File: config.mk
export PLATFORM = sky130hd
export DESIGN_NAME = register_machine_execute_unit
export DESIGN_NICKNAME = d
export VERILOG_FILES = /design/src/hdl/rmeu_pkg.sv /design/src/hdl/register_machine_execute_unit.sv /design/src/hdl/rmeu_regfile.sv /design/src/hdl/rmeu_alu.sv
export SDC_FILE = /design/constraint.sdc
export NUM_CORES = 1
export LEC_CHECK = 0
export ABC_AREA = 1
export ABC_CLOCK_PERIOD_IN_PS = 4600
export BUFFER_PORTS_ARGS = -buffer_cell sky130_fd_sc_hd__buf_2
export CAP_MARGIN = 20
export CORE_MARGIN = 2
export CORE_UTILIZATION = 34
export DETAILED_ROUTE_END_ITERATION = 8
export GPL_ROUTABILITY_DRIVEN = 0
export PLACE_DENSITY = 0.59
export SYNTH_ARGS = -nofsm -noshare
export SYNTH_HDL_FRONTEND = slang
export SYNTH_SLANG_ARGS = --single-unit
File: constraint.sdc
create_clock -name clock -period 4.6 [get_ports clock]
set_input_delay 0.46 -clock clock [delete_from_list [all_inputs] [get_ports clock]]
set_output_delay 0.46 -clock clock [all_outputs]
set_load 0.02 [all_outputs]
File: src/hdl/rmeu_pkg.sv
// ----------------------------------------------------------------------------
// rmeu_pkg
// Shared opcodes, ALU function codes, port layout and types of the register
// machine execute unit.
// ----------------------------------------------------------------------------
package rmeu_pkg;

   // default register file depth
   localparam int NUM_REGS_DEF = 8;

   // field widths
   localparam int OP_W   = 3;
   localparam int IDX_W  = 3;
   localparam int IMM_W  = 25;
   localparam int BYTE_W = 8;
   localparam int WORD_W = 32;

   // instruction opcodes (req_tuser)
   localparam logic [OP_W-1:0] OP_CMOV = 3'd0;
   localparam logic [OP_W-1:0] OP_ADD  = 3'd1;
   localparam logic [OP_W-1:0] OP_MUL  = 3'd2;
   localparam logic [OP_W-1:0] OP_DIV  = 3'd3;
   localparam logic [OP_W-1:0] OP_NAND = 3'd4;
   localparam logic [OP_W-1:0] OP_LDI  = 3'd5;
   localparam logic [OP_W-1:0] OP_OUT  = 3'd6;
   localparam logic [OP_W-1:0] OP_IN   = 3'd7;

   // shared ALU functions
   localparam logic [1:0] ALU_ADD  = 2'd0;
   localparam logic [1:0] ALU_MUL  = 2'd1;
   localparam logic [1:0] ALU_DIV  = 2'd2;
   localparam logic [1:0] ALU_NAND = 2'd3;

   // request tdata layout
   localparam int REQ_A_LSB    = 0;
   localparam int REQ_B_LSB    = REQ_A_LSB + IDX_W;
   localparam int REQ_C_LSB    = REQ_B_LSB + IDX_W;
   localparam int REQ_IMM_LSB  = REQ_C_LSB + IDX_W;
   localparam int REQ_BYTE_LSB = REQ_IMM_LSB + IMM_W;
   localparam int REQ_END_BIT  = REQ_BYTE_LSB + BYTE_W;
   localparam int REQ_DATA_W   = 48;

   // response tdata layout
   localparam int RSP_USED_W = BYTE_W + 1 + WORD_W;
   localparam int RSP_DATA_W = 48;

   // characters are emitted only below this value
   localparam logic [WORD_W-1:0] CHAR_LIMIT = 32'd256;

   // ALU command and status
   typedef struct packed {
      logic       start;
      logic [1:0] func;
   } alu_ctrl_type;

   typedef struct packed {
      logic busy;
      logic done;
   } alu_stat_type;

endpackage

File: src/hdl/register_machine_execute_unit.sv
// ----------------------------------------------------------------------------
// register_machine_execute_unit
// Executes one decoded register-machine instruction per request against a
// register file and returns one response per request.
// ----------------------------------------------------------------------------
// One request is taken at a time; req_tready is high only while the unit is
// idle. Operands are read from the register file (b and c first, then
// a), the shared ALU runs, and the result is written back as the
// response is loaded into the output register. Add, NAND, conditional move,
// load immediate, output and input finish in the ALU at start; multiply
// and divide wait for the 32 steps of the shared adder in the ALU. A
// response waiting in the output register does not stop the next request
// from being accepted and worked on. The register file reads as all zeros
// after reset, without a clearing pass. Divide by zero leaves register a
// unchanged and sets div_zero.
// ----------------------------------------------------------------------------
module register_machine_execute_unit
   import rmeu_pkg::*;
#(
   parameter int NUM_REGS = NUM_REGS_DEF
) (
   input  logic                  clock,
   input  logic                  reset,
   // request channel
   input  logic                  req_tvalid,
   output logic                  req_tready,
   // reg_a[2:0], reg_b[5:3], reg_c[8:6], immediate[33:9], in_byte[41:34],
   // in_end[42], zero fill[47:43]
   input  logic [REQ_DATA_W-1:0] req_tdata,
   // req_type[2:0]
   input  logic [OP_W-1:0]       req_tuser,
   // response channel
   output logic                  rsp_tvalid,
   input  logic                  rsp_tready,
   // char_out[7:0], div_zero[8], written_value[40:9], zero fill[47:41]
   output logic [RSP_DATA_W-1:0] rsp_tdata,
   // char_valid[0]
   output logic                  rsp_tuser
);

   // sequencer states
   localparam logic [2:0] ST_IDLE  = 3'd0;
   localparam logic [2:0] ST_RD_BC = 3'd1;
   localparam logic [2:0] ST_RD_A  = 3'd2;
   localparam logic [2:0] ST_GO    = 3'd3;
   localparam logic [2:0] ST_EXEC  = 3'd4;
   localparam logic [2:0] ST_DONE  = 3'd5;

   logic [2:0]        state_ff, state_in;

   // captured transaction
   logic [OP_W-1:0]   op_ff;
   logic [IDX_W-1:0]  a_ff, b_ff, c_ff;
   logic [IMM_W-1:0]  imm_ff;
   logic [BYTE_W-1:0] byte_ff;
   logic              end_ff;

   // operands
   logic [WORD_W-1:0] opa_ff, opb_ff, opc_ff;

   logic              rsp_valid_ff, rsp_valid_in;
   logic [RSP_DATA_W-1:0] rsp_data_ff;
   logic              rsp_user_ff;

   logic              req_accept, rsp_load;
   logic [IDX_W-1:0]  rd0_idx;
   logic [WORD_W-1:0] rd0_data, rd1_data;

   alu_ctrl_type      alu_ctrl;
   alu_stat_type      alu_stat;
   logic [WORD_W-1:0] alu_result;

   // writeback and response fields
   logic              wb_en, rf_we;
   logic [IDX_W-1:0]  wb_idx;
   logic [WORD_W-1:0] wb_data, dest_val, written_value;
   logic              dest_ok, char_valid, div_zero;
   logic [BYTE_W-1:0] char_out;

   assign req_tready = (state_ff == ST_IDLE);
   assign req_accept = req_tvalid && req_tready;
   assign rsp_load   = (state_ff == ST_DONE) && (!rsp_valid_ff || rsp_tready);
   assign rf_we      = rsp_load && wb_en;

   // sequencer
   always_comb begin
      state_in = state_ff;
      unique case (state_ff)
         ST_IDLE:  if (req_accept) state_in = ST_RD_BC;
         ST_RD_BC: state_in = ST_RD_A;
         ST_RD_A:  state_in = ST_GO;
         ST_GO:    state_in = ST_EXEC;
         ST_EXEC:  if (alu_stat.done) state_in = ST_DONE;
         ST_DONE:  if (rsp_load) state_in = ST_IDLE;
         default:  state_in = ST_IDLE;
      endcase
   end

   always_ff @(posedge clock) begin
      if (reset) begin
         state_ff     <= ST_IDLE;
         rsp_valid_ff <= 1'b0;
      end else begin
         state_ff     <= state_in;
         rsp_valid_ff <= rsp_valid_in;
      end
   end

   // capture request fields
   always_ff @(posedge clock) begin
      if (req_accept) begin
         op_ff   <= req_tuser;
         a_ff    <= req_tdata[REQ_A_LSB +: IDX_W];
         b_ff    <= req_tdata[REQ_B_LSB +: IDX_W];
         c_ff    <= req_tdata[REQ_C_LSB +: IDX_W];
         imm_ff  <= req_tdata[REQ_IMM_LSB +: IMM_W];
         byte_ff <= req_tdata[REQ_BYTE_LSB +: BYTE_W];
         end_ff  <= req_tdata[REQ_END_BIT];
      end
   end

   // operand reads: b and c first, then a on port 0
   assign rd0_idx = (state_ff == ST_RD_BC) ? b_ff : a_ff;

   always_ff @(posedge clock) begin
      if (state_ff == ST_RD_A) begin
         opb_ff <= rd0_data;
         opc_ff <= rd1_data;
      end
      if (state_ff == ST_GO) begin
         opa_ff <= rd0_data;
      end
   end

   rmeu_regfile #(
      .NUM_REGS (NUM_REGS)
   ) u_regfile (
      .clock    (clock),
      .reset    (reset),
      .rd0_idx  (rd0_idx),
      .rd1_idx  (c_ff),
      .rd0_data (rd0_data),
      .rd1_data (rd1_data),
      .wr_en    (rf_we),
      .wr_idx   (wb_idx),
      .wr_data  (wb_data)
   );

   // ALU launch
   always_comb begin
      alu_ctrl.start = (state_ff == ST_GO);
      unique case (op_ff)
         OP_MUL:  alu_ctrl.func = ALU_MUL;
         OP_DIV:  alu_ctrl.func = ALU_DIV;
         OP_NAND: alu_ctrl.func = ALU_NAND;
         default: alu_ctrl.func = ALU_ADD;
      endcase
   end

   rmeu_alu u_alu (
      .clock  (clock),
      .reset  (reset),
      .ctrl   (alu_ctrl),
      .opnd_b (opb_ff),
      .opnd_c (opc_ff),
      .stat   (alu_stat),
      .result (alu_result)
   );

   // writeback value and response fields
   always_comb begin
      wb_en      = 1'b0;
      wb_idx     = a_ff;
      wb_data    = alu_result;
      dest_val   = opa_ff;
      dest_ok    = 32'(a_ff) < NUM_REGS;
      char_valid = 1'b0;
      char_out   = '0;
      div_zero   = 1'b0;
      unique case (op_ff)
         OP_CMOV: begin
            if (opc_ff != '0) begin
               wb_en    = 1'b1;
               wb_data  = opb_ff;
               dest_val = opb_ff;
            end
         end
         OP_ADD, OP_MUL, OP_NAND: begin
            wb_en    = 1'b1;
            dest_val = alu_result;
         end
         OP_DIV: begin
            if (opc_ff == '0) begin
               div_zero = 1'b1;
            end else begin
               wb_en    = 1'b1;
               dest_val = alu_result;
            end
         end
         OP_LDI: begin
            wb_en    = 1'b1;
            wb_data  = WORD_W'(imm_ff);
            dest_val = WORD_W'(imm_ff);
         end
         OP_OUT: begin
            dest_val = '0;
            if (opc_ff < CHAR_LIMIT) begin
               char_valid = 1'b1;
               char_out   = opc_ff[BYTE_W-1:0];
            end
         end
         OP_IN: begin
            wb_en    = 1'b1;
            wb_idx   = c_ff;
            dest_ok  = 32'(c_ff) < NUM_REGS;
            wb_data  = end_ff ? '1 : WORD_W'(byte_ff);
            dest_val = end_ff ? '1 : WORD_W'(byte_ff);
         end
      endcase
      written_value = dest_ok ? dest_val : '0;
   end

   // output register
   always_comb begin
      rsp_valid_in = rsp_valid_ff;
      if (rsp_load) begin
         rsp_valid_in = 1'b1;
      end else if (rsp_tready) begin
         rsp_valid_in = 1'b0;
      end
   end

   always_ff @(posedge clock) begin
      if (rsp_load) begin
         rsp_data_ff <= {(RSP_DATA_W - RSP_USED_W)'(0), written_value, div_zero, char_out};
         rsp_user_ff <= char_valid;
      end
   end

   assign rsp_tvalid = rsp_valid_ff;
   assign rsp_tdata  = rsp_data_ff;
   assign rsp_tuser  = rsp_user_ff;

   // waiting in EXEC needs a running or finished ALU
   a_exec_alu_active : assert property (@(posedge clock) disable iff (reset)
      (state_ff == ST_EXEC) |-> (alu_stat.busy || alu_stat.done))
      else $error("EXEC with idle ALU");

   // a register write never overlaps a new transaction
   a_no_write_on_accept : assert property (@(posedge clock) disable iff (reset)
      !(rf_we && req_accept))
      else $error("register write during accept");

   // accepted transaction closes the request side
   a_accept_closes : assert property (@(posedge clock) disable iff (reset)
      req_accept |=> !req_tready && (state_ff == ST_RD_BC))
      else $error("request side still open after accept");

endmodule

File: src/hdl/rmeu_regfile.sv
// ----------------------------------------------------------------------------
// rmeu_regfile
// Register file memory: one write port, two registered read ports. Per-entry
// valid bits make unwritten entries read as zero after reset; indexes at or
// beyond the depth read as zero and ignore writes.
// ----------------------------------------------------------------------------
module rmeu_regfile
   import rmeu_pkg::*;
#(
   parameter int NUM_REGS = NUM_REGS_DEF
) (
   input  logic              clock,
   input  logic              reset,
   input  logic [IDX_W-1:0]  rd0_idx,
   input  logic [IDX_W-1:0]  rd1_idx,
   output logic [WORD_W-1:0] rd0_data,
   output logic [WORD_W-1:0] rd1_data,
   input  logic              wr_en,
   input  logic [IDX_W-1:0]  wr_idx,
   input  logic [WORD_W-1:0] wr_data
);

   localparam int AW = $clog2(NUM_REGS);

   logic [WORD_W-1:0]   mem [NUM_REGS];
   logic [NUM_REGS-1:0] valid_ff, valid_in;
   logic [WORD_W-1:0]   rd0_mem_ff, rd1_mem_ff;
   logic                rd0_hit_ff, rd1_hit_ff;
   logic                wr_ok, rd0_ok, rd1_ok;

   assign wr_ok  = 32'(wr_idx)  < NUM_REGS;
   assign rd0_ok = 32'(rd0_idx) < NUM_REGS;
   assign rd1_ok = 32'(rd1_idx) < NUM_REGS;

   // valid bits: set on first write
   always_comb begin
      valid_in = valid_ff;
      if (wr_en && wr_ok) begin
         valid_in[AW'(wr_idx)] = 1'b1;
      end
   end

   always_ff @(posedge clock) begin
      if (reset) begin
         valid_ff <= '0;
      end else begin
         valid_ff <= valid_in;
      end
   end

   // memory write
   always_ff @(posedge clock) begin
      if (wr_en && wr_ok) begin
         mem[AW'(wr_idx)] <= wr_data;
      end
   end

   // registered reads
   always_ff @(posedge clock) begin
      rd0_mem_ff <= mem[AW'(rd0_idx)];
      rd1_mem_ff <= mem[AW'(rd1_idx)];
      rd0_hit_ff <= rd0_ok && valid_ff[AW'(rd0_idx)];
      rd1_hit_ff <= rd1_ok && valid_ff[AW'(rd1_idx)];
   end

   assign rd0_data = rd0_hit_ff ? rd0_mem_ff : '0;
   assign rd1_data = rd1_hit_ff ? rd1_mem_ff : '0;

endmodule

File: src/hdl/rmeu_alu.sv
// ----------------------------------------------------------------------------
// rmeu_alu
// Shared arithmetic unit around one 34-bit adder/subtractor. Add and NAND
// finish at start; multiply (shift-add) and divide (restoring, radix 2) take
// 32 steps on the same adder.
// ----------------------------------------------------------------------------
module rmeu_alu
   import rmeu_pkg::*;
(
   input  logic              clock,
   input  logic              reset,
   input  alu_ctrl_type      ctrl,
   input  logic [WORD_W-1:0] opnd_b,
   input  logic [WORD_W-1:0] opnd_c,
   output alu_stat_type      stat,
   output logic [WORD_W-1:0] result
);

   localparam int SUM_W = WORD_W + 2;
   localparam int CNT_W = $clog2(WORD_W);

   logic              busy_ff, busy_in;
   logic              done_ff, done_in;
   logic [1:0]        func_ff, func_in;
   logic [CNT_W-1:0]  count_ff, count_in;
   logic [WORD_W-1:0] acc_ff, acc_in;     // product / remainder
   logic [WORD_W-1:0] mq_ff, mq_in;       // multiplier / quotient
   logic [WORD_W-1:0] opnd_ff, opnd_in;   // multiplicand / divisor

   logic [SUM_W-1:0]  add_x, add_y, add_sum;
   logic              add_sub;

   // shared adder operand select
   always_comb begin
      add_x   = {2'b00, opnd_b};
      add_y   = {2'b00, opnd_c};
      add_sub = 1'b0;
      if (!ctrl.start && func_ff == ALU_MUL) begin
         add_x = {2'b00, acc_ff};
         add_y = {2'b00, opnd_ff};
      end else if (!ctrl.start && func_ff == ALU_DIV) begin
         add_x   = {1'b0, acc_ff, mq_ff[WORD_W-1]};
         add_y   = {2'b00, opnd_ff};
         add_sub = 1'b1;
      end
   end

   assign add_sum = add_x + (add_sub ? ~add_y : add_y) + SUM_W'(add_sub);

   // step sequencing
   always_comb begin
      busy_in  = busy_ff;
      done_in  = done_ff;
      func_in  = func_ff;
      count_in = count_ff;
      acc_in   = acc_ff;
      mq_in    = mq_ff;
      opnd_in  = opnd_ff;
      if (ctrl.start) begin
         func_in  = ctrl.func;
         count_in = '1;
         unique case (ctrl.func)
            ALU_ADD: begin
               acc_in  = add_sum[WORD_W-1:0];
               busy_in = 1'b0;
               done_in = 1'b1;
            end
            ALU_NAND: begin
               acc_in  = ~(opnd_b & opnd_c);
               busy_in = 1'b0;
               done_in = 1'b1;
            end
            ALU_MUL: begin
               acc_in  = '0;
               mq_in   = opnd_c;
               opnd_in = opnd_b;
               busy_in = 1'b1;
               done_in = 1'b0;
            end
            ALU_DIV: begin
               acc_in  = '0;
               mq_in   = opnd_b;
               opnd_in = opnd_c;
               busy_in = 1'b1;
               done_in = 1'b0;
            end
         endcase
      end else if (busy_ff) begin
         count_in = count_ff - 1'b1;
         if (count_ff == '0) begin
            busy_in = 1'b0;
            done_in = 1'b1;
         end
         if (func_ff == ALU_MUL) begin
            if (mq_ff[0]) begin
               acc_in = add_sum[WORD_W-1:0];
            end
            mq_in   = {1'b0, mq_ff[WORD_W-1:1]};
            opnd_in = {opnd_ff[WORD_W-2:0], 1'b0};
         end else begin
            // restoring divide: keep difference when no borrow
            if (!add_sum[SUM_W-1]) begin
               acc_in = add_sum[WORD_W-1:0];
               mq_in  = {mq_ff[WORD_W-2:0], 1'b1};
            end else begin
               acc_in = {acc_ff[WORD_W-2:0], mq_ff[WORD_W-1]};
               mq_in  = {mq_ff[WORD_W-2:0], 1'b0};
            end
         end
      end
   end

   always_ff @(posedge clock) begin
      if (reset) begin
         busy_ff <= 1'b0;
         done_ff <= 1'b0;
      end else begin
         busy_ff <= busy_in;
         done_ff <= done_in;
      end
   end

   always_ff @(posedge clock) begin
      func_ff  <= func_in;
      count_ff <= count_in;
      acc_ff   <= acc_in;
      mq_ff    <= mq_in;
      opnd_ff  <= opnd_in;
   end

   assign stat.busy = busy_ff;
   assign stat.done = done_ff;
   assign result    = (func_ff == ALU_DIV) ? mq_ff : acc_ff;

   // busy and done are exclusive
   a_busy_done_excl : assert property (@(posedge clock) disable iff (reset)
      !(busy_ff && done_ff))
      else $error("alu busy and done together");

   // last step raises done
   a_last_step_done : assert property (@(posedge clock) disable iff (reset)
      (busy_ff && !ctrl.start && count_ff == '0) |=> done_ff)
      else $error("alu did not finish after last step");

endmodule
==> summary.json, run 1 <==
{
  "power_per_cell_area_mw_per_mm2": 449,
  "chipWidth_um": 306,
  "critical_path.max_fanout": 51,
  "synth-seq-area-share_pct": 57.5,
  "design.final.nets": 3493,
  "cts-root-buf": "sky130_fd_sc_hd__clkbuf_16",
  "max_freq_mhz": 243,
  "hold_path.class": "primary input to flip-flop",
  "dp_hpwl_mm": 65.7,
  "regToRegEndpoint": "u_alu.acc_ff[7]",
  "worst_r2r_startpoint": "state_ff[1]",
  "post_synth_num_cell_types": 54,
  "cts_made_buffers": 71,
  "vertical_extent_of_the_die_um": 306,
  "worstSetupStartpointType": "flip-flop",
  "port_buffers": 93,
  "ff_latch_area_sq_mm": 0.0179,
  "post_route_cells_drive_above_1_share_pct": 9.36,
  "first_global_vias": 23509,
  "p_total_mw": 15.9,
  "slew_headroom_pct": 28.1,
  "finalWorstPathRequiredPeriod_ns": 4.11,
  "hold_depth": 1,
  "core_area_sq_mm": 0.0903,
  "pin_count_of_the_biggest_net_entering_global_routing": 164,
  "leakage_nw": 13.6,
  "fin_crit_sh_pct": 89.3,
  "drt-vias-per-instance": 5.43,
  "grt.overflow.total": 0,
  "cts_max_path_buffers": 3,
  "post_synth.cell_area_avg_sq_um": 9.27,
  "cts.reportedPaths.clkPinSlew_ns": 0.06,
  "filler_cell_count_in_the_final_layout": 8819,
  "critical_path_required_ns": 4.95,
  "detail_route.wirelength_mm": 98.6,
  "multi_input_comb_area_sq_mm": 0.0109,
  "vdd_drop_max_mv": 0.237,
  "drt-wirelength-per-cell_um": 21.3,
  "maxSlewViolCount": 0,
  "worst_hold_path.endpoint": "imm_ff[9]",
  "syn-cell-area_sq_mm": 0.0310,
  "synth_cells": 3350,
  "rr_worst_depth": 19,
  "run_status": "finished clean",
  "drt_first_iter_violations": 2632,
  "setup.worst_path.end_class": "flip-flop",
  "drt_drc_violations_left": 0,
  "insertion_delay_ns": 0.61,
  "ctsHtreeMaxLevel": 3,
  "layout-area-overhead-vs-synth_pct": 14.3,
  "timing.max_cap.violations": 0,
  "ant_nets": 0,
  "track_usage_pct": 20.5,
  "std_cell_rows": 110,
  "grt_first_pass_wirelength_mm": 146,
  "cts_tree": "built",
  "rsz0062_at_grt": "no",
  "die_area_sq_mm": 0.0937,
  "setup.worst_path.class": "flip-flop to flip-flop",
  "floorplan.io_pins": 106,
  "worst-r2r-setup-slack_ns": 0.49,
  "routed-via-count": 25132,
  "cts_num_sinks": 623,
  "holdCritStartpoint": "req_tdata[18]",
  "worst_clock_skew_ns": 0.0290,
  "synth-warning-count": 0,
  "setup_viol_count_final": 0,
  "post_cts_resize_count": 0,
  "floorplan.initialDensity_pct": 34.4,
  "grt_antenna_before_repair": 3,
  "slew_at_the_pin_with_the_worst_max_slew_slack_ns": 1.08,
  "ys_seq_elements": 623,
  "report.final.hold_viol_count": 0,
  "finalSetupTns_ns": 0,
  "timing.critical_path.arrival_ns": 4.46,
  "drt_first_pass_iters": 6
}
flip-flops by register name, indices dropped and copies added (netlist names), 5 cells and up:
register and count:
byte_ff 8, imm_ff 25, opa_ff 32, opb_ff 32, opc_ff 32, rsp_tdata 41
u_alu.acc_ff 32, u_alu.count_ff 5, u_alu.mq_ff 32, u_alu.opnd_ff 32, u_regfile.mem 256, u_regfile.rd0_mem_ff 32
u_regfile.rd1_mem_ff 32, u_regfile.valid_ff 8
synthesized netlist by cell type (all sizes together):
library cell	count	share of area [%]
nand3	55	0.94
a311oi	1	0.028
o221a	1	0.036
dfxtp	85	5.5
o311ai	1	0.028
inv	414	5.0
a221oi	4	0.11
a21boi	1	0.024
nor4	7	0.14
o211ai	118	2.9
o21a	10	0.24
o2111ai	24	0.68
clkinv	5	0.060
nand3b	3	0.085
a21o	5	0.12
ha	37	1.5
xor2	10	0.28
a31oi	84	1.7
nand2	515	6.3
conb	1	0.012
o21ai	496	8.0
buf	39	0.63
o21bai	1	0.024
nand4	8	0.16
edfxtp	538	52
xnor2	14	0.39
a211oi	7	0.17
o221ai	45	1.3
and2	2	0.048
o22ai	14	0.28
nor3	11	0.19
a211o	1	0.028
o31ai	1	0.024
a31o	1	0.028
or2	2	0.040
fa	1	0.064
clkbuf	166	2.0
nor2	283	3.4
a21oi	339	5.5
report_power, final:
part           internal (mW)  switching, mW  total [mW]
clock                   3.72           2.29        6.01
sequential              6.71          0.256        6.96
combinational          0.861           2.10        2.96
total                   11.3           4.64        15.9
critical path, stage by stage, from the launching register on:
cell,delay (ns)
sky130_fd_sc_hd__dfxtp_1,0.47
sky130_fd_sc_hd__nand3_4,0.23
sky130_fd_sc_hd__nand2_4,0.17
sky130_fd_sc_hd__buf_12,0.25
sky130_fd_sc_hd__nand2_4,0.24
sky130_fd_sc_hd__o22ai_1,0.18
sky130_fd_sc_hd__a21oi_1,0.06
sky130_fd_sc_hd__ha_1,0.33
sky130_fd_sc_hd__a21oi_1,0.25
sky130_fd_sc_hd__o21ai_0,0.18
sky130_fd_sc_hd__a21oi_1,0.25
sky130_fd_sc_hd__nor2_1,0.07
sky130_fd_sc_hd__nor2_1,0.18
sky130_fd_sc_hd__nand3_1,0.11
sky130_fd_sc_hd__nand2_1,0.10
sky130_fd_sc_hd__nand3b_2,0.11
sky130_fd_sc_hd__nand2_2,0.17
sky130_fd_sc_hd__nand2_2,0.21
sky130_fd_sc_hd__nand2_1,0.17
sky130_fd_sc_hd__o211ai_2,0.09
layer usage:
metal	GRT usage (%)	vias to the layer above	wire, um
met5	0	-	0
met2	33.7	1100	45800
li1	-	11862	-
met4	7.96	0	3730
met1	27.5	11959	41900
met3	2.90	211	7180
how the worst max path moves through the flow:
stage | from | slack [ns] | cells past startpoint | end
after detailed placement | state_ff[2] | 0.56 | 19 | u_alu.acc_ff[7]
after global routing | state_ff[1] | 0.16 | 21 | u_alu.acc_ff[24]
after global placement | state_ff[2] | 0.62 | 20 | u_alu.acc_ff[23]
after floorplan | state_ff[2] | 0.47 | 8 | u_regfile.mem[1][0]
after CTS | state_ff[1] | 0.54 | 18 | u_alu.acc_ff[7]
final | state_ff[1] | 0.49 | 19 | u_alu.acc_ff[7]
placed cells by master, fill, tap and decap left out, drive strengths merged, types with 24 or more instances in the layout:
| cell type | Yosys | layout |
|---|---|---|
| buf | 39 | 173 |
| nor2 | 283 | 283 |
| dfxtp | 85 | 85 |
| nand3 | 55 | 55 |
| nand2 | 515 | 515 |
| a21oi | 339 | 339 |
| a31oi | 84 | 84 |
| o211ai | 118 | 118 |
| clkbuf | 166 | 101 |
| edfxtp | 538 | 538 |
| o21ai | 496 | 496 |
| o221ai | 45 | 45 |
| clkinv | 5 | 25 |
| o2111ai | 24 | 24 |
| ha | 37 | 37 |
| inv | 414 | 408 |
metrics by stage:
| step | instances | utilization, % | worst slack, ns | hold slack [ns] | area, sq um |
|---|---|---|---|---|---|
| 6_report | 4631 | 39.3 | 0.490 | 0.0304 | 35500 |
| 5_1_grt | 4628 | 39.3 | 0.159 | 0.0122 | 35500 |
| 4_1_cts | 4628 | 39.3 | 0.538 | 0.000451 | 35500 |
| 3_5_place_dp | 4500 | 36.5 | 0.558 | 0.461 | 33000 |
| 3_3_place_gp | 4499 | 36.5 | 0.624 | 0.450 | 32900 |
| 2_1_floorplan | 3356 | - | 0.472 | 0.431 | 31100 |
logic make-up after synthesis:
kind of cell,Yosys count,synth area share (%)
AOI/OAI and AO/OA,1154,21.2
xor gates and xnor gates,24,0.677
adders and majority gates,38,1.56
buffers and inverters,624,7.71
DFF,623,57.5
other,1,0.0121
and+or+nand+nor,886,11.4
repair_timing:
action,4_1_cts,5_1_grt
endpoints found under the setup margin,0,0
hold buffers,3,0
setup buffers,0,0
endpoints found under the hold margin,3,0
final cells by class:
class,instances,area share [%]
Inverter,419,4.46
Timing Repair Buffer,176,3.34
Clock inverter,24,1.02
Antenna cell,3,0.0212
Sequential cell,623,50.3
Multi-Input combinational cell,2109,30.7
Clock buffer,101,5.99
Tap cell,1176,4.15
Power figures use the tool's default switching activity.
==> inputs of run 2 (changes only) <==
ABC_CLOCK_PERIOD_IN_PS = 3400   (was 4600)
PLACE_DENSITY = 0.61   (was 0.59)
SYNTH_HIERARCHICAL = 1   (was unset)
clock period = 3.4 ns   (was 4.6 ns; I/O delays follow)
==> run 2 against run 1 <==
Effect of this change: the flow now finishes with violations (negative setup slack); critical path depth shrank 3; combinational power grew to 5.8 times the previous value; worst setup slack lost 0.60 ns; fmax grew 17%; clock power grew 29%; utilization grew 2.7 points; die area grew 11%; critical endpoint is now u_alu/acc_ff[12]; largest cell class unchanged; largest power group is now combinational logic.
==> summary.json, run 2 <==
{
  "regToRegEndpoint": "u_alu/acc_ff[12]",
  "portion_of_total_power_attributed_to_combinational_logic": {"value": 47.3, "unit": "%", "change": "+29 points"},
  "drt_drc_violations_left": {"value": 0, "change": "unchanged"},
  "ctsHtreeMaxLevel": {"value": 3, "change": "unchanged"},
  "maxSlewViolCount": {"value": 0, "change": "unchanged"},
  "most_frequent_cells_in_the_layout": "1481 x sky130_fd_sc_hd__nand2_1, 569 x sky130_fd_sc_hd__inv_1, 538 x sky130_fd_sc_hd__edfxtp_1, 453 x sky130_fd_sc_hd__nand3_1, 309 x sky130_fd_sc_hd__buf_4",
  "routed-via-count": {"value": 30636, "change": "+22%"},
  "worst_clock_skew": {"value": 0.0190, "unit": "ns", "change": "-0.0100 ns"},
  "post_synth.cell_area_avg": {"value": 8.01, "unit": "sq um", "change": "-14%"},
  "worst_hold_path.endpoint": "rsp_tvalid",
  "rsz0062_at_grt": "yes",
  "drt_first_iter_violations": {"value": 3340, "change": "+27%"},
  "failed_checks": "negative setup slack",
  "final_common_cell": "sky130_fd_sc_hd__nand2_1",
  "ant_nets": {"value": 0, "change": "unchanged"},
  "port_buffers": {"value": 93, "change": "unchanged"},
  "leakage": {"value": 19.2, "unit": "nW", "change": "+41%"},
  "timing.max_cap.violations": {"value": 0, "change": "unchanged"},
  "critical-path-top-delay-family": "compound AO/OA/AOI/OAI gates",
  "max_freq": {"value": 285, "unit": "MHz", "change": "+17%"},
  "holdCritStartpoint": "rsp_tready",
  "crit_top_cell": "sky130_fd_sc_hd__buf_4",
  "filler_cell_count_in_the_final_layout": {"value": 9917, "change": "+12%"},
  "finalWorstPathRequiredPeriod": {"value": 3.51, "unit": "ns", "change": "-0.600 ns"},
  "power.internal": {"value": 21.2, "unit": "mW", "change": "+87%"},
  "setup.worst_path.class": "flip-flop to flip-flop",
  "std_cell_rows": {"value": 116, "change": "+5.5%"},
  "floorplan.initialDensity": {"value": 34.4, "unit": "%", "change": "about the same"},
  "report.final.hold_viol_count": {"value": 0, "change": "unchanged"},
  "largest_register_ff_count": {"value": 256, "change": "unchanged"},
  "grt_first_pass_wirelength": {"value": 170, "unit": "mm", "change": "+16%"},
  "hold_depth": {"value": 4, "change": "+3"},
  "syn-cell-area": {"value": 0.0345, "unit": "sq mm", "change": "+11%"},
  "chipWidth": {"value": 323, "unit": "um", "change": "+5.4%"},
  "final_core_utilization": {"value": 42.1, "unit": "%", "change": "+2.7 points"},
  "first_global_vias": {"value": 28701, "change": "+22%"},
  "cts_num_sinks": {"value": 623, "change": "unchanged"},
  "layout-area-overhead-vs-synth_pct": 22.3,
  "synth-warning-count": {"value": 6, "change": "+6"},
  "finalSetupTns": {"value": -1.91, "unit": "ns", "change": "-1.91 ns"},
  "pin_count_of_the_biggest_net_entering_global_routing": {"value": 133, "change": "-19%"},
  "swShare": {"value": 41.8, "unit": "%", "change": "+13 points"},
  "cts_tree": "built",
  "power.share.clock": {"value": 21.3, "unit": "%", "change": "-16 points"},
  "holdWs": {"value": 0.0499, "unit": "ns", "change": "+0.0195 ns"},
  "floorplan.io_pins": {"value": 106, "change": "unchanged"},
  "critical_path.cell_chain": "inv_2 -> nand3_4 -> inv_8 -> buf_12 -> buf_16 -> a21oi_2 -> a22oi_1 -> ha_1 -> buf_4 -> a21o_1 -> a21oi_1 -> nand3_1 -> buf_4 -> xnor2_1 -> o21ai_0 -> o21bai_2",
  "timing.critical_path.arrival": {"value": 3.84, "unit": "ns", "change": "-0.62 ns"},
  "insertion_delay": {"value": 0.63, "unit": "ns", "change": "+0.02 ns"},
  "vdd_drop_max": {"value": 0.886, "unit": "mV", "change": "+270%"},
  "rr_worst_depth": {"value": 16, "change": "-3"},
  "critical_path_required": {"value": 3.73, "unit": "ns", "change": "-1.22 ns"},
  "synth_cells": {"value": 4308, "change": "+29%"},
  "setup_viol_count_final": {"value": 33, "change": "+33"},
  "detail_route.wirelength": {"value": 112, "unit": "mm", "change": "+14%"},
  "hold_path.class": "primary input to flip-flop",
  "worst-r2r-setup-slack": {"value": -0.11, "unit": "ns", "change": "-0.60 ns"},
  "cpPeakStageDelay": {"value": 0.43, "unit": "ns", "change": "-0.04 ns"},
  "run_status": "finished with violations",
  "grt.overflow.total": {"value": 0, "change": "unchanged"},
  "vertical_extent_of_the_die": {"value": 323, "unit": "um", "change": "+5.4%"},
  "cts_max_path_buffers": {"value": 3, "change": "unchanged"},
  "design.final.nets": {"value": 4751, "change": "+36%"},
  "slew_at_the_pin_with_the_worst_max_slew_slack": {"value": 1.16, "unit": "ns", "change": "+0.0867 ns"},
  "cts.reportedPaths.clkPinSlew": {"value": 0.06, "unit": "ns", "change": "about the same"},
  "netSwitchingPower": {"value": 15.2, "unit": "mW", "change": "+230%"},
  "post_route_cells_drive_above_1_share": {"value": 16.6, "unit": "%", "change": "+7.2 points"},
  "ff_latch_area": {"value": 0.0179, "unit": "sq mm", "change": "about the same"},
  "track_usage": {"value": 21.1, "unit": "%", "change": "+0.61 points"},
  "dp_hpwl": {"value": 74.1, "unit": "mm", "change": "+13%"},
  "power_frac_seq": {"value": 31.4, "unit": "%", "change": "-12 points"},
  "timing.critical_path.buf_inv": {"value": 6, "change": "+5"},
  "cts_made_buffers": {"value": 71, "change": "unchanged"},
  "power_per_cell_area": {"value": 861, "unit": "mW/mm^2", "change": "+92%"},
  "drt-vias-per-instance": {"value": 5.04, "change": "-7.0%"},
  "die_area": {"value": 0.104, "unit": "sq mm", "change": "+11%"},
  "setup.worst_path.end_class": "flip-flop",
  "pre_cts_slack": {"value": -0.166, "unit": "ns", "change": "-0.724 ns"},
  "worstSetupStartpointType": "flip-flop",
  "core_area": {"value": 0.100, "unit": "sq mm", "change": "+11%"},
  "drt_first_pass_iters": {"value": 6, "change": "unchanged"},
  "crit_path_top_delay_cell": "sky130_fd_sc_hd__edfxtp_1",
  "fin_crit_sh": {"value": 103, "unit": "%", "change": "+14 points"},
  "setup_slack": {"value": -0.110, "unit": "ns", "change": "-0.600 ns"},
  "register_containing_the_most_flip_flops_in_the_final_layout": "u_regfile/mem",
  "drt-wirelength-per-cell": {"value": 18.5, "unit": "um", "change": "-13%"},
  "worst_r2r_startpoint": "u_alu/func_ff[1]",
  "slew_headroom": {"value": 22.3, "unit": "%", "change": "-5.8 points"},
  "multi_input_comb_area": {"value": 0.0138, "unit": "sq mm", "change": "+27%"},
  "cts-root-buf": "sky130_fd_sc_hd__clkbuf_16",
  "critical_path.max_fanout": {"value": 14, "change": "-73%"},
  "grt_antenna_before_repair": {"value": 3, "change": "unchanged"}
}
run 2: through the flow:
stage	cells	power [mW]	instance area, sq um
detailed placement	5823	26.9	38200
finish	6073	36.3	42200
global placement	5823	26.7	38200
floorplan	4314	20.9	34800
CTS	6059	35.6	41800
global route	6072	38.4	42200
run 2: per-layer routing:
layer	routed length (um)	vias up	part of all wire, %	track usage [%]
met5	0	-	0	0
met4	4100	0	3.7	8.30
met3	10300	234	9.2	3.27
met2	49500	1495	44	32.8
met1	48200	14242	43	29.5
li1	-	14665	-	-
run 2: how the worst max path moves through the flow:
| stage | startpoint | end | slack, ns | cells after the start |
|---|---|---|---|---|
| floorplan | state_ff[0] | u_alu/acc_ff[0] | -0.37 | 24 |
| global placement | state_ff[0] | u_alu/acc_ff[22] | -0.15 | 23 |
| detailed placement | u_alu/func_ff[1] | u_alu/acc_ff[22] | -0.17 | 21 |
| CTS | state_ff[1] | u_alu/acc_ff[26] | -0.01 | 22 |
| global route | state_ff[1] | u_alu/acc_ff[0] | -0.30 | 23 |
| finish | u_alu/func_ff[1] | u_alu/acc_ff[12] | -0.11 | 16 |
run 2: what timing repair did:
action,in CTS,in global routing
endpoints found under the setup margin,33,33
resized for setup,103,89
pin swaps,43,41
hold buffers,46,0
gates cloned,5,2
buffers inserted,55,11
hold endpoints to repair,46,0
run 2: final cells by class:
cell class,count,share of cell area [%]
Sequential cell,623,42.3
Multi-Input combinational cell,2854,32.8
Timing Repair Buffer,496,9.87
Inverter,612,5.52
Clock inverter,40,0.930
Clock buffer,90,4.59
Tap cell,1357,4.02
Antenna cell,1,0.00592
run 2: tightest hold or removal path: stages:
cell and delay, ns:
sky130_fd_sc_hd__buf_2 0.07, sky130_fd_sc_hd__inv_1 0.03, sky130_fd_sc_hd__nand2_1 0.09, sky130_fd_sc_hd__a21oi_1 0.08
run 2: power groups by stage:
stage	registers, mW	logic, mW	clock network, mW
3_3_place_gp	11.5	15.2	0
4_1_cts	11.4	16.4	7.90
5_1_grt	11.5	18.7	8.19
3_5_place_dp	11.5	15.4	0
6_report	11.4	17.2	7.74
2_1_floorplan	11.2	9.78	0
